### src/design/ngsf_pkg.sv
// ---------------------------------------------------------------------------
// NMEA GGA sentence framer package
// Characters, sizes, phase codes and item types shared by the framer.
// ---------------------------------------------------------------------------
package ngsf_pkg;

   // Sentence buffer length and the last index a body byte may take
   localparam int BufferLen = 128;
   localparam logic [7:0] BodyLast  = 8'(BufferLen - 1);
   localparam logic [7:0] BodyFirst = 8'd6;

   // Header byte positions ('$' is position 0)
   localparam logic [2:0] HdrFirst  = 3'd1;
   localparam logic [2:0] HdrLetter0 = 3'd3;
   localparam logic [2:0] HdrLetter1 = 3'd4;
   localparam logic [2:0] HdrLast   = 3'd5;

   // Framing characters
   localparam logic [7:0] ChStart = 8'h24;
   localparam logic [7:0] ChStar  = 8'h2A;
   localparam logic [7:0] ChCr    = 8'h0D;
   localparam logic [7:0] ChLf    = 8'h0A;

   // Sentence type after reset: "GGA"
   localparam logic [23:0] TypeReset = 24'h474741;

   // Reported phase codes
   localparam logic [1:0] PhaseCodeWait   = 2'd0;
   localparam logic [1:0] PhaseCodeHeader = 2'd1;
   localparam logic [1:0] PhaseCodeBody   = 2'd2;
   localparam logic [1:0] PhaseCodeCsum   = 2'd3;

   typedef enum logic [3:0] {
      PhWait   = 4'b0001,
      PhHeader = 4'b0010,
      PhBody   = 4'b0100,
      PhCsum   = 4'b1000
   } phase_type;

   // Held input item
   typedef struct packed {
      logic       valid;
      logic [7:0] rx_byte;
   } item_type;

   // One result item
   typedef struct packed {
      logic [1:0] parser_phase;
      logic       sentence_dropped;
      logic       sentence_done;
      logic [7:0] write_byte;
      logic [6:0] write_index;
      logic       buffer_write;
   } result_type;

endpackage

### src/design/nmea_gga_sentence_framer_top.sv
// ---------------------------------------------------------------------------
// NMEA GGA sentence framer
// Frames one configured NMEA sentence type from a received byte stream.
// ---------------------------------------------------------------------------
//  channel | direction | payload
//  req_    | in        | tdata: rx_byte
//  rsp_    | out       | tdata: write flag, index, byte, dropped, phase; tlast: done
//  csr_    | in        | wdata: sentence_type, three letters
//
// One result item per received byte. A byte is held in the input register and
// its result in the result register; one byte per cycle while rsp is not stalled.
// A stalled rsp side holds the result register; the input register still
// takes one more byte. Reset (synchronous) empties both registers, returns
// the parser to waiting and restores the sentence type "GGA".
module nmea_gga_sentence_framer_top (
   input  logic        clock,
   input  logic        reset,
   input  logic        req_tvalid,
   output logic        req_tready,
   input  logic [7:0]  req_tdata,   // [7:0] rx_byte
   output logic        rsp_tvalid,
   input  logic        rsp_tready,
   output logic [23:0] rsp_tdata,   // [0] buffer_write, [7:1] write_index,
                                    // [15:8] write_byte, [16] sentence_dropped,
                                    // [18:17] parser_phase, [23:19] zero
   output logic        rsp_tlast,   // sentence_done
   input  logic        csr_valid,
   output logic        csr_ready,
   input  logic [23:0] csr_wdata
);

   ngsf_pkg::item_type   item;
   ngsf_pkg::result_type result;
   logic                 advance;

   ngsf_in_stage u_in_stage (
      .clock      (clock),
      .reset      (reset),
      .req_tvalid (req_tvalid),
      .req_tready (req_tready),
      .req_tdata  (req_tdata),
      .advance    (advance),
      .item       (item)
   );

   ngsf_parser u_parser (
      .clock     (clock),
      .reset     (reset),
      .item      (item),
      .advance   (advance),
      .csr_valid (csr_valid),
      .csr_ready (csr_ready),
      .csr_wdata (csr_wdata),
      .result    (result)
   );

   ngsf_out_stage u_out_stage (
      .clock      (clock),
      .reset      (reset),
      .item_valid (item.valid),
      .result     (result),
      .advance    (advance),
      .rsp_tvalid (rsp_tvalid),
      .rsp_tready (rsp_tready),
      .rsp_tdata  (rsp_tdata),
      .rsp_tlast  (rsp_tlast)
   );

endmodule

### src/design/ngsf_in_stage.sv
// ---------------------------------------------------------------------------
// NMEA framer input stage
// Registers one received byte and holds it until the parser takes it.
// ---------------------------------------------------------------------------
module ngsf_in_stage (
   input  logic               clock,
   input  logic               reset,
   input  logic               req_tvalid,
   output logic               req_tready,
   input  logic [7:0]         req_tdata,
   input  logic               advance,
   output ngsf_pkg::item_type item
);

   logic       valid_ff;
   logic       valid_in;
   logic [7:0] byte_ff;
   logic       accept;

   // Take a new item when empty or when the held one moves on
   assign req_tready = !valid_ff || advance;
   assign accept     = req_tvalid && req_tready;

   always_comb begin
      if (accept) begin
         valid_in = 1'b1;
      end else if (advance) begin
         valid_in = 1'b0;
      end else begin
         valid_in = valid_ff;
      end
   end

   always_ff @(posedge clock) begin
      if (reset) begin
         valid_ff <= 1'b0;
      end else begin
         valid_ff <= valid_in;
      end
   end

   // Hold the byte
   always_ff @(posedge clock) begin
      if (accept) begin
         byte_ff <= req_tdata;
      end
   end

   assign item.valid   = valid_ff;
   assign item.rx_byte = byte_ff;

endmodule

### src/design/ngsf_parser.sv
// ---------------------------------------------------------------------------
// NMEA framer parser
// Sentence phase state, header check and buffer write generation per byte.
// ---------------------------------------------------------------------------
module ngsf_parser (
   input  logic                 clock,
   input  logic                 reset,
   input  ngsf_pkg::item_type   item,
   input  logic                 advance,
   input  logic                 csr_valid,
   output logic                 csr_ready,
   input  logic [23:0]          csr_wdata,
   output ngsf_pkg::result_type result
);

   ngsf_pkg::phase_type phase_ff, phase_in;
   logic [2:0]  hdr_count_ff, hdr_count_in;
   logic [7:0]  letter0_ff, letter1_ff;
   logic [7:0]  body_index_ff, body_index_in;
   logic [23:0] type_ff;
   logic [7:0]  b;
   logic        line_end;
   logic        at_end;

   assign csr_ready = 1'b1;
   assign b         = item.rx_byte;
   assign line_end  = (b == ngsf_pkg::ChCr) || (b == ngsf_pkg::ChLf);
   assign at_end    = body_index_ff >= ngsf_pkg::BodyLast;

   // Work out next state and the result for the held byte
   always_comb begin
      phase_in      = phase_ff;
      hdr_count_in  = hdr_count_ff;
      body_index_in = body_index_ff;
      result        = '0;
      case (phase_ff)
         ngsf_pkg::PhWait: begin
            if (b == ngsf_pkg::ChStart) begin
               hdr_count_in = ngsf_pkg::HdrFirst;
               phase_in     = ngsf_pkg::PhHeader;
            end
         end
         ngsf_pkg::PhHeader: begin
            hdr_count_in = hdr_count_ff + 3'd1;
            if (hdr_count_ff == ngsf_pkg::HdrLast) begin
               if ({letter0_ff, letter1_ff, b} == type_ff) begin
                  body_index_in = ngsf_pkg::BodyFirst;
                  phase_in      = ngsf_pkg::PhBody;
               end else begin
                  phase_in = ngsf_pkg::PhWait;
               end
            end
         end
         ngsf_pkg::PhBody: begin
            result.buffer_write = 1'b1;
            result.write_index  = body_index_ff[6:0];
            result.write_byte   = b;
            body_index_in       = body_index_ff + 8'd1;
            // Overflow wins over '*'
            if (line_end || at_end) begin
               phase_in                = ngsf_pkg::PhWait;
               result.sentence_dropped = 1'b1;
            end else if (b == ngsf_pkg::ChStar) begin
               phase_in = ngsf_pkg::PhCsum;
            end
         end
         ngsf_pkg::PhCsum: begin
            result.buffer_write = 1'b1;
            result.write_index  = body_index_ff[6:0];
            result.write_byte   = b;
            body_index_in       = body_index_ff + 8'd1;
            if (line_end) begin
               phase_in             = ngsf_pkg::PhWait;
               result.sentence_done = 1'b1;
            end else if (at_end) begin
               phase_in                = ngsf_pkg::PhWait;
               result.sentence_dropped = 1'b1;
            end
         end
         default: begin
            phase_in = ngsf_pkg::PhWait;
         end
      endcase

      // Report the phase after this byte
      case (phase_in)
         ngsf_pkg::PhWait:   result.parser_phase = ngsf_pkg::PhaseCodeWait;
         ngsf_pkg::PhHeader: result.parser_phase = ngsf_pkg::PhaseCodeHeader;
         ngsf_pkg::PhBody:   result.parser_phase = ngsf_pkg::PhaseCodeBody;
         ngsf_pkg::PhCsum:   result.parser_phase = ngsf_pkg::PhaseCodeCsum;
         default:            result.parser_phase = ngsf_pkg::PhaseCodeWait;
      endcase
   end

   // Advance control state once per byte
   always_ff @(posedge clock) begin
      if (reset) begin
         phase_ff      <= ngsf_pkg::PhWait;
         hdr_count_ff  <= '0;
         body_index_ff <= '0;
      end else if (advance) begin
         phase_ff      <= phase_in;
         hdr_count_ff  <= hdr_count_in;
         body_index_ff <= body_index_in;
      end
   end

   // Capture the first two type letters of the header
   always_ff @(posedge clock) begin
      if (advance && (phase_ff == ngsf_pkg::PhHeader)) begin
         if (hdr_count_ff == ngsf_pkg::HdrLetter0) begin
            letter0_ff <= b;
         end
         if (hdr_count_ff == ngsf_pkg::HdrLetter1) begin
            letter1_ff <= b;
         end
      end
   end

   // Sentence type register
   always_ff @(posedge clock) begin
      if (reset) begin
         type_ff <= ngsf_pkg::TypeReset;
      end else if (csr_valid && csr_ready) begin
         type_ff <= csr_wdata;
      end
   end

endmodule

### src/design/ngsf_out_stage.sv
// ---------------------------------------------------------------------------
// NMEA framer output stage
// Result register toward the response channel, and the advance decision.
// ---------------------------------------------------------------------------
module ngsf_out_stage (
   input  logic                 clock,
   input  logic                 reset,
   input  logic                 item_valid,
   input  ngsf_pkg::result_type result,
   output logic                 advance,
   output logic                 rsp_tvalid,
   input  logic                 rsp_tready,
   output logic [23:0]          rsp_tdata,
   output logic                 rsp_tlast
);

   logic                 valid_ff;
   logic                 valid_in;
   ngsf_pkg::result_type data_ff;

   // Move the held item when the result register is free or draining
   assign advance = item_valid && (!valid_ff || rsp_tready);

   always_comb begin
      if (advance) begin
         valid_in = 1'b1;
      end else if (rsp_tready) begin
         valid_in = 1'b0;
      end else begin
         valid_in = valid_ff;
      end
   end

   always_ff @(posedge clock) begin
      if (reset) begin
         valid_ff <= 1'b0;
      end else begin
         valid_ff <= valid_in;
      end
   end

   always_ff @(posedge clock) begin
      if (advance) begin
         data_ff <= result;
      end
   end

   assign rsp_tvalid = valid_ff;
   assign rsp_tlast  = data_ff.sentence_done;
   assign rsp_tdata  = {5'd0,
                        data_ff.parser_phase,
                        data_ff.sentence_dropped,
                        data_ff.write_byte,
                        data_ff.write_index,
                        data_ff.buffer_write};

endmodule

### config.mk
export PLATFORM = sky130hd
export DESIGN_NAME = nmea_gga_sentence_framer_top
export DESIGN_NICKNAME = d
export VERILOG_FILES = /design/src/design/ngsf_pkg.sv /design/src/design/nmea_gga_sentence_framer_top.sv /design/src/design/ngsf_in_stage.sv /design/src/design/ngsf_parser.sv /design/src/design/ngsf_out_stage.sv
export SDC_FILE = /design/constraint.sdc
export NUM_CORES = 1
export LEC_CHECK = 0
export BUFFER_PORTS_ARGS = -buffer_cell sky130_fd_sc_hd__buf_2
export CORE_MARGIN = 2
export CORE_UTILIZATION = 40
export CTS_BUF_LIST = sky130_fd_sc_hd__clkbuf_16
export CTS_CLUSTER_DIAMETER = 120
export DETAILED_ROUTE_END_ITERATION = 7
export GPL_TIMING_DRIVEN = 0
export HOLD_SLACK_MARGIN = 0.1
export PLACE_DENSITY = 0.61
export SLEW_MARGIN = 0
export SYNTH_ARGS = -nofsm -noshare
export SYNTH_HDL_FRONTEND = slang
export SYNTH_SLANG_ARGS = --single-unit
### constraint.sdc
create_clock -name clock -period 2.5 [get_ports clock]
set_input_delay 0.25 -clock clock [delete_from_list [all_inputs] [get_ports clock]]
set_output_delay 0.25 -clock clock [all_outputs]
set_load 0.01 [all_outputs]
==> summary.txt <==
Gp weighted congestion -> 0.792
Unrepaired setup endpoints after global routing -> no
Post-synth top area share -> 36.6%
Count of maximum capacitance violations -> 0
Final net count -> 429
CTS H-tree depth -> 3
Worst hold path type -> input pin to register
Top achievable clock speed -> 449 MHz
Crit Path Category -> register to register
CTS tree -> yes
Vias in the first global route -> 2372
Max Fanout on Critical Path -> 27
Startpoint type of the worst setup path -> register
Routed wire per std cell -> 14.3 µm
Number of flops mapped to enable cells by yosys -> 44
Horizontal die dimension -> 99.0 µm
Post-Synth Simple-Gate Area -> 16.4%
Synth warn -> 0
Synth area leaders -> sky130_fd_sc_hd__edfxtp_1 37%, sky130_fd_sc_hd__dfxtp_1 23%, sky130_fd_sc_hd__mux2i_1 6.7%, sky130_fd_sc_hd__xnor2_1 3.6%, sky130_fd_sc_hd__xor2_1 3.6%
Post-layout minimum cycle time -> 2.23 ns
Final clock skew -> 0.00711 ns
Arithmetic-cell share of the synthesized area counting full adders, half adders and majority gates -> 1.73%
# clock sinks -> 85
I/O pin total -> 65
Post-synthesis share of cell area spent on xor and xnor gates -> 7.73%
Min Hold Slack -> 0.123 ns
Outcome -> finished, final reports clean
Proportion of register bits with asynchronous set or reset after synthesis -> 0%
Number of instances in the synthesized netlist -> 309
Antenna cell count -> 0
Via count of the routed design -> 2486
Area growth from synthesis to final layout -> 22.8%
Starting Density -> 41.4%
Worst setup slack for register-to-register paths -> 0.27 ns
Number of vias per cell after detailed routing -> 4.97
Post-synthesis compound-gate area fraction -> 4.68%
Synth Flop Type -> sky130_fd_sc_hd__edfxtp_1
Fraction of synthesized area in multiplexers -> 6.66%
Wirelength, routed -> 7.15 mm
Synthesized flop and latch total -> 85
Cts bufs inserted -> 9
Chip height -> 99.0 µm
Slew Limit Headroom -> 43.2%
Post CTS Setup Buffer Count -> 0
Fraction of final layout cells with drive strength greater than 1 -> 21.2%
Die footprint -> 0.00980 mm²
Slew at the pin closest to its max-slew limit -> 0.846 ns
Post-route DRC -> 0
Global route total overflow -> 0
Dominant combinational cell family by area after synthesis -> simple AND/OR/NAND/NOR gates
Final Max Tran Viols -> 0
Fillers -> 782
Ratio of final minimum period to clock period -> 89.1%
Initial DRC Count -> 104
Root buffer cell -> sky130_fd_sc_hd__clkbuf_16
Number of hold-slack violations in the final timing report -> 0
Final total power -> 3160 µW
Dominant cell by count in the synthesized netlist -> sky130_fd_sc_hd__edfxtp_1
Mapped Area -> 0.00361 mm²
Clk slew on worst S/H paths -> 0.06 ns
Synth Area per Inst -> 11.7 µm²
HPWL after DPL -> 5.27 mm
Initial antenna violation count -> 0
Fin util -> 50.8%
Cell type contributing the most total cell area after synthesis -> sky130_fd_sc_hd__edfxtp_1
IR Drop Worst-Case VDD -> 0.332 mV
Worst endpoint data arrival time -> 2.47 ns
Maximum number of pins on one net before global-route repair -> 28
Later-pin clock latency in the skew report -> 0.33 ns
First-pass DRT Iterations -> 4
Total negative slack -> 0 ns
GRT Util Overall -> 15.4%
First-pass GRT wire length -> 11.7 mm
Portion of the post-synthesis area used by sequential elements -> 59.4%
Residual antenna-violating net count after detailed routing -> 0
Data required time at the worst endpoint -> 2.74 ns
Power density over cell area -> 713 mW/mm²
Maximum buffer depth of the clock tree -> 2
Static leakage -> 0.00183 µW
Most used standard cells in the synthesized netlist -> 44 x sky130_fd_sc_hd__edfxtp_1, 41 x sky130_fd_sc_hd__dfxtp_1, 29 x sky130_fd_sc_hd__nor2_1, 24 x sky130_fd_sc_hd__mux2i_1, 22 x sky130_fd_sc_hd__nand2_1
Final setup vio count -> 0
Standard-cell rows -> 34
Core region area -> 0.00872 mm²
Synth unique cells -> 46
Number of I/O port buffers -> 57
Type of element capturing the critical path -> register
-- path summary, 6_finish.rpt --
check,start,to,depth (start not counted)
max,u_out_stage.rsp_tvalid,u_parser.body_index_ff[2],6
max reg2reg,u_out_stage.rsp_tvalid,u_parser.body_index_ff[2],6
min,req_tdata[6],u_in_stage.byte_ff[6],1
min reg2reg,u_parser.hdr_count_ff[1],u_parser.hdr_count_ff[1],2
-- cell usage in the layout (no fill, tap or decap), types with 2 or more instances in the layout --
master / instances
sky130_fd_sc_hd__dlygate4sd3_1: 6
sky130_fd_sc_hd__and3_1: 16
sky130_fd_sc_hd__and2_1: 6
sky130_fd_sc_hd__and4_1: 2
sky130_fd_sc_hd__buf_2: 59
sky130_fd_sc_hd__nor3b_1: 2
sky130_fd_sc_hd__buf_4: 6
sky130_fd_sc_hd__nand2_1: 22
sky130_fd_sc_hd__mux2i_1: 24
sky130_fd_sc_hd__clkinv_2: 2
sky130_fd_sc_hd__xnor2_1: 15
sky130_fd_sc_hd__nor3_1: 5
sky130_fd_sc_hd__nand3_1: 4
sky130_fd_sc_hd__nand4_1: 7
sky130_fd_sc_hd__or3_1: 2
sky130_fd_sc_hd__xor2_1: 15
sky130_fd_sc_hd__conb_1: 6
sky130_fd_sc_hd__dfxtp_1: 41
sky130_fd_sc_hd__nor2b_1: 6
sky130_fd_sc_hd__nor2_1: 29
sky130_fd_sc_hd__clkbuf_1: 7
sky130_fd_sc_hd__a311oi_1: 2
sky130_fd_sc_hd__inv_1: 10
sky130_fd_sc_hd__a21oi_1: 7
sky130_fd_sc_hd__nor4_1: 4
sky130_fd_sc_hd__bufinv_16: 2
sky130_fd_sc_hd__ha_1: 5
sky130_fd_sc_hd__clkbuf_16: 10
sky130_fd_sc_hd__o21ai_0: 6
sky130_fd_sc_hd__edfxtp_1: 44
-- flip-flops by register name, indices dropped and copies added, names as in the netlist --
register and count:
u_in_stage.valid_ff 1, u_parser.type_ff 24, u_out_stage.rsp_tlast 1, u_parser.hdr_count_ff 3, u_parser.letter1_ff 8, u_out_stage.rsp_tvalid 1
u_parser.body_index_ff 8, u_out_stage.rsp_tdata 19, u_in_stage.byte_ff 8, u_parser.letter0_ff 8, u_parser.phase_ff 4
-- stage by stage --
| stage | area (µm²) | setup WS (ns) | std cells |
|---|---|---|---|
| finish | 4430 | 0.271 | 500 |
| global route | 4430 | 0.0574 | 500 |
| CTS | 4420 | 0.250 | 499 |
| detailed placement | 4040 | 0.198 | 478 |
| global placement | 4040 | 0.244 | 478 |
| floorplan | 3620 | 0.641 | 313 |
-- per-layer routing --
metal / wire length (µm) / track usage, %
met5: 0 / 0
met1: 3410 / 20.4
met2: 3270 / 24.5
met4: 134 / 6.64
met3: 335 / 3.19
-- cell families (layout without fill, tap and decap cells) --
group / after synthesis / count (layout)
AO/OA/AOI/OAI: 26 / 26
XOR/XNOR: 31 / 31
adder cells (fa/ha/maj): 5 / 5
buffers and inverters: 24 / 103
flip-flops: 85 / 85
multiplexers: 24 / 24
other: 2 / 6
AND/OR/NAND/NOR: 112 / 112
-- report_power, final --
part,switching (µW),total (µW),internal [µW]
Sequential,40.0,1550,1510
Combinational,95.9,186,90.1
Clock,498,1420,924
-- final cells by class --
cell class | count | area (µm²) | share of cell area, %
Clock buffer | 10 | 250 | 5.65
Sequential cell | 85 | 2140 | 48.3
Tap cell | 108 | 135 | 3.05
Inverter | 9 | 33.8 | 0.762
Clock inverter | 6 | 77.6 | 1.75
Timing Repair Buffer | 63 | 345 | 7.79
Multi-Input combinational cell | 204 | 1370 | 30.8
Buffer | 15 | 81.3 | 1.84
-- critical path, stage by stage (launching register included) --
cell and delay, ns:
sky130_fd_sc_hd__dfxtp_1 0.36, sky130_fd_sc_hd__nand2b_1 0.13, sky130_fd_sc_hd__nand2_1 0.26, sky130_fd_sc_hd__clkinv_1 0.73
sky130_fd_sc_hd__a21oi_1 0.36, sky130_fd_sc_hd__nor2b_1 0.07, sky130_fd_sc_hd__a311oi_1 0.22
-- what timing repair did --
item | 4_1_cts | 5_1_grt
hold endpoints to repair | 5 | 1
hold buffers | 5 | 1
gates resized for setup | 0 | 0
No activity file was read; power rests on OpenSTA's default activity.
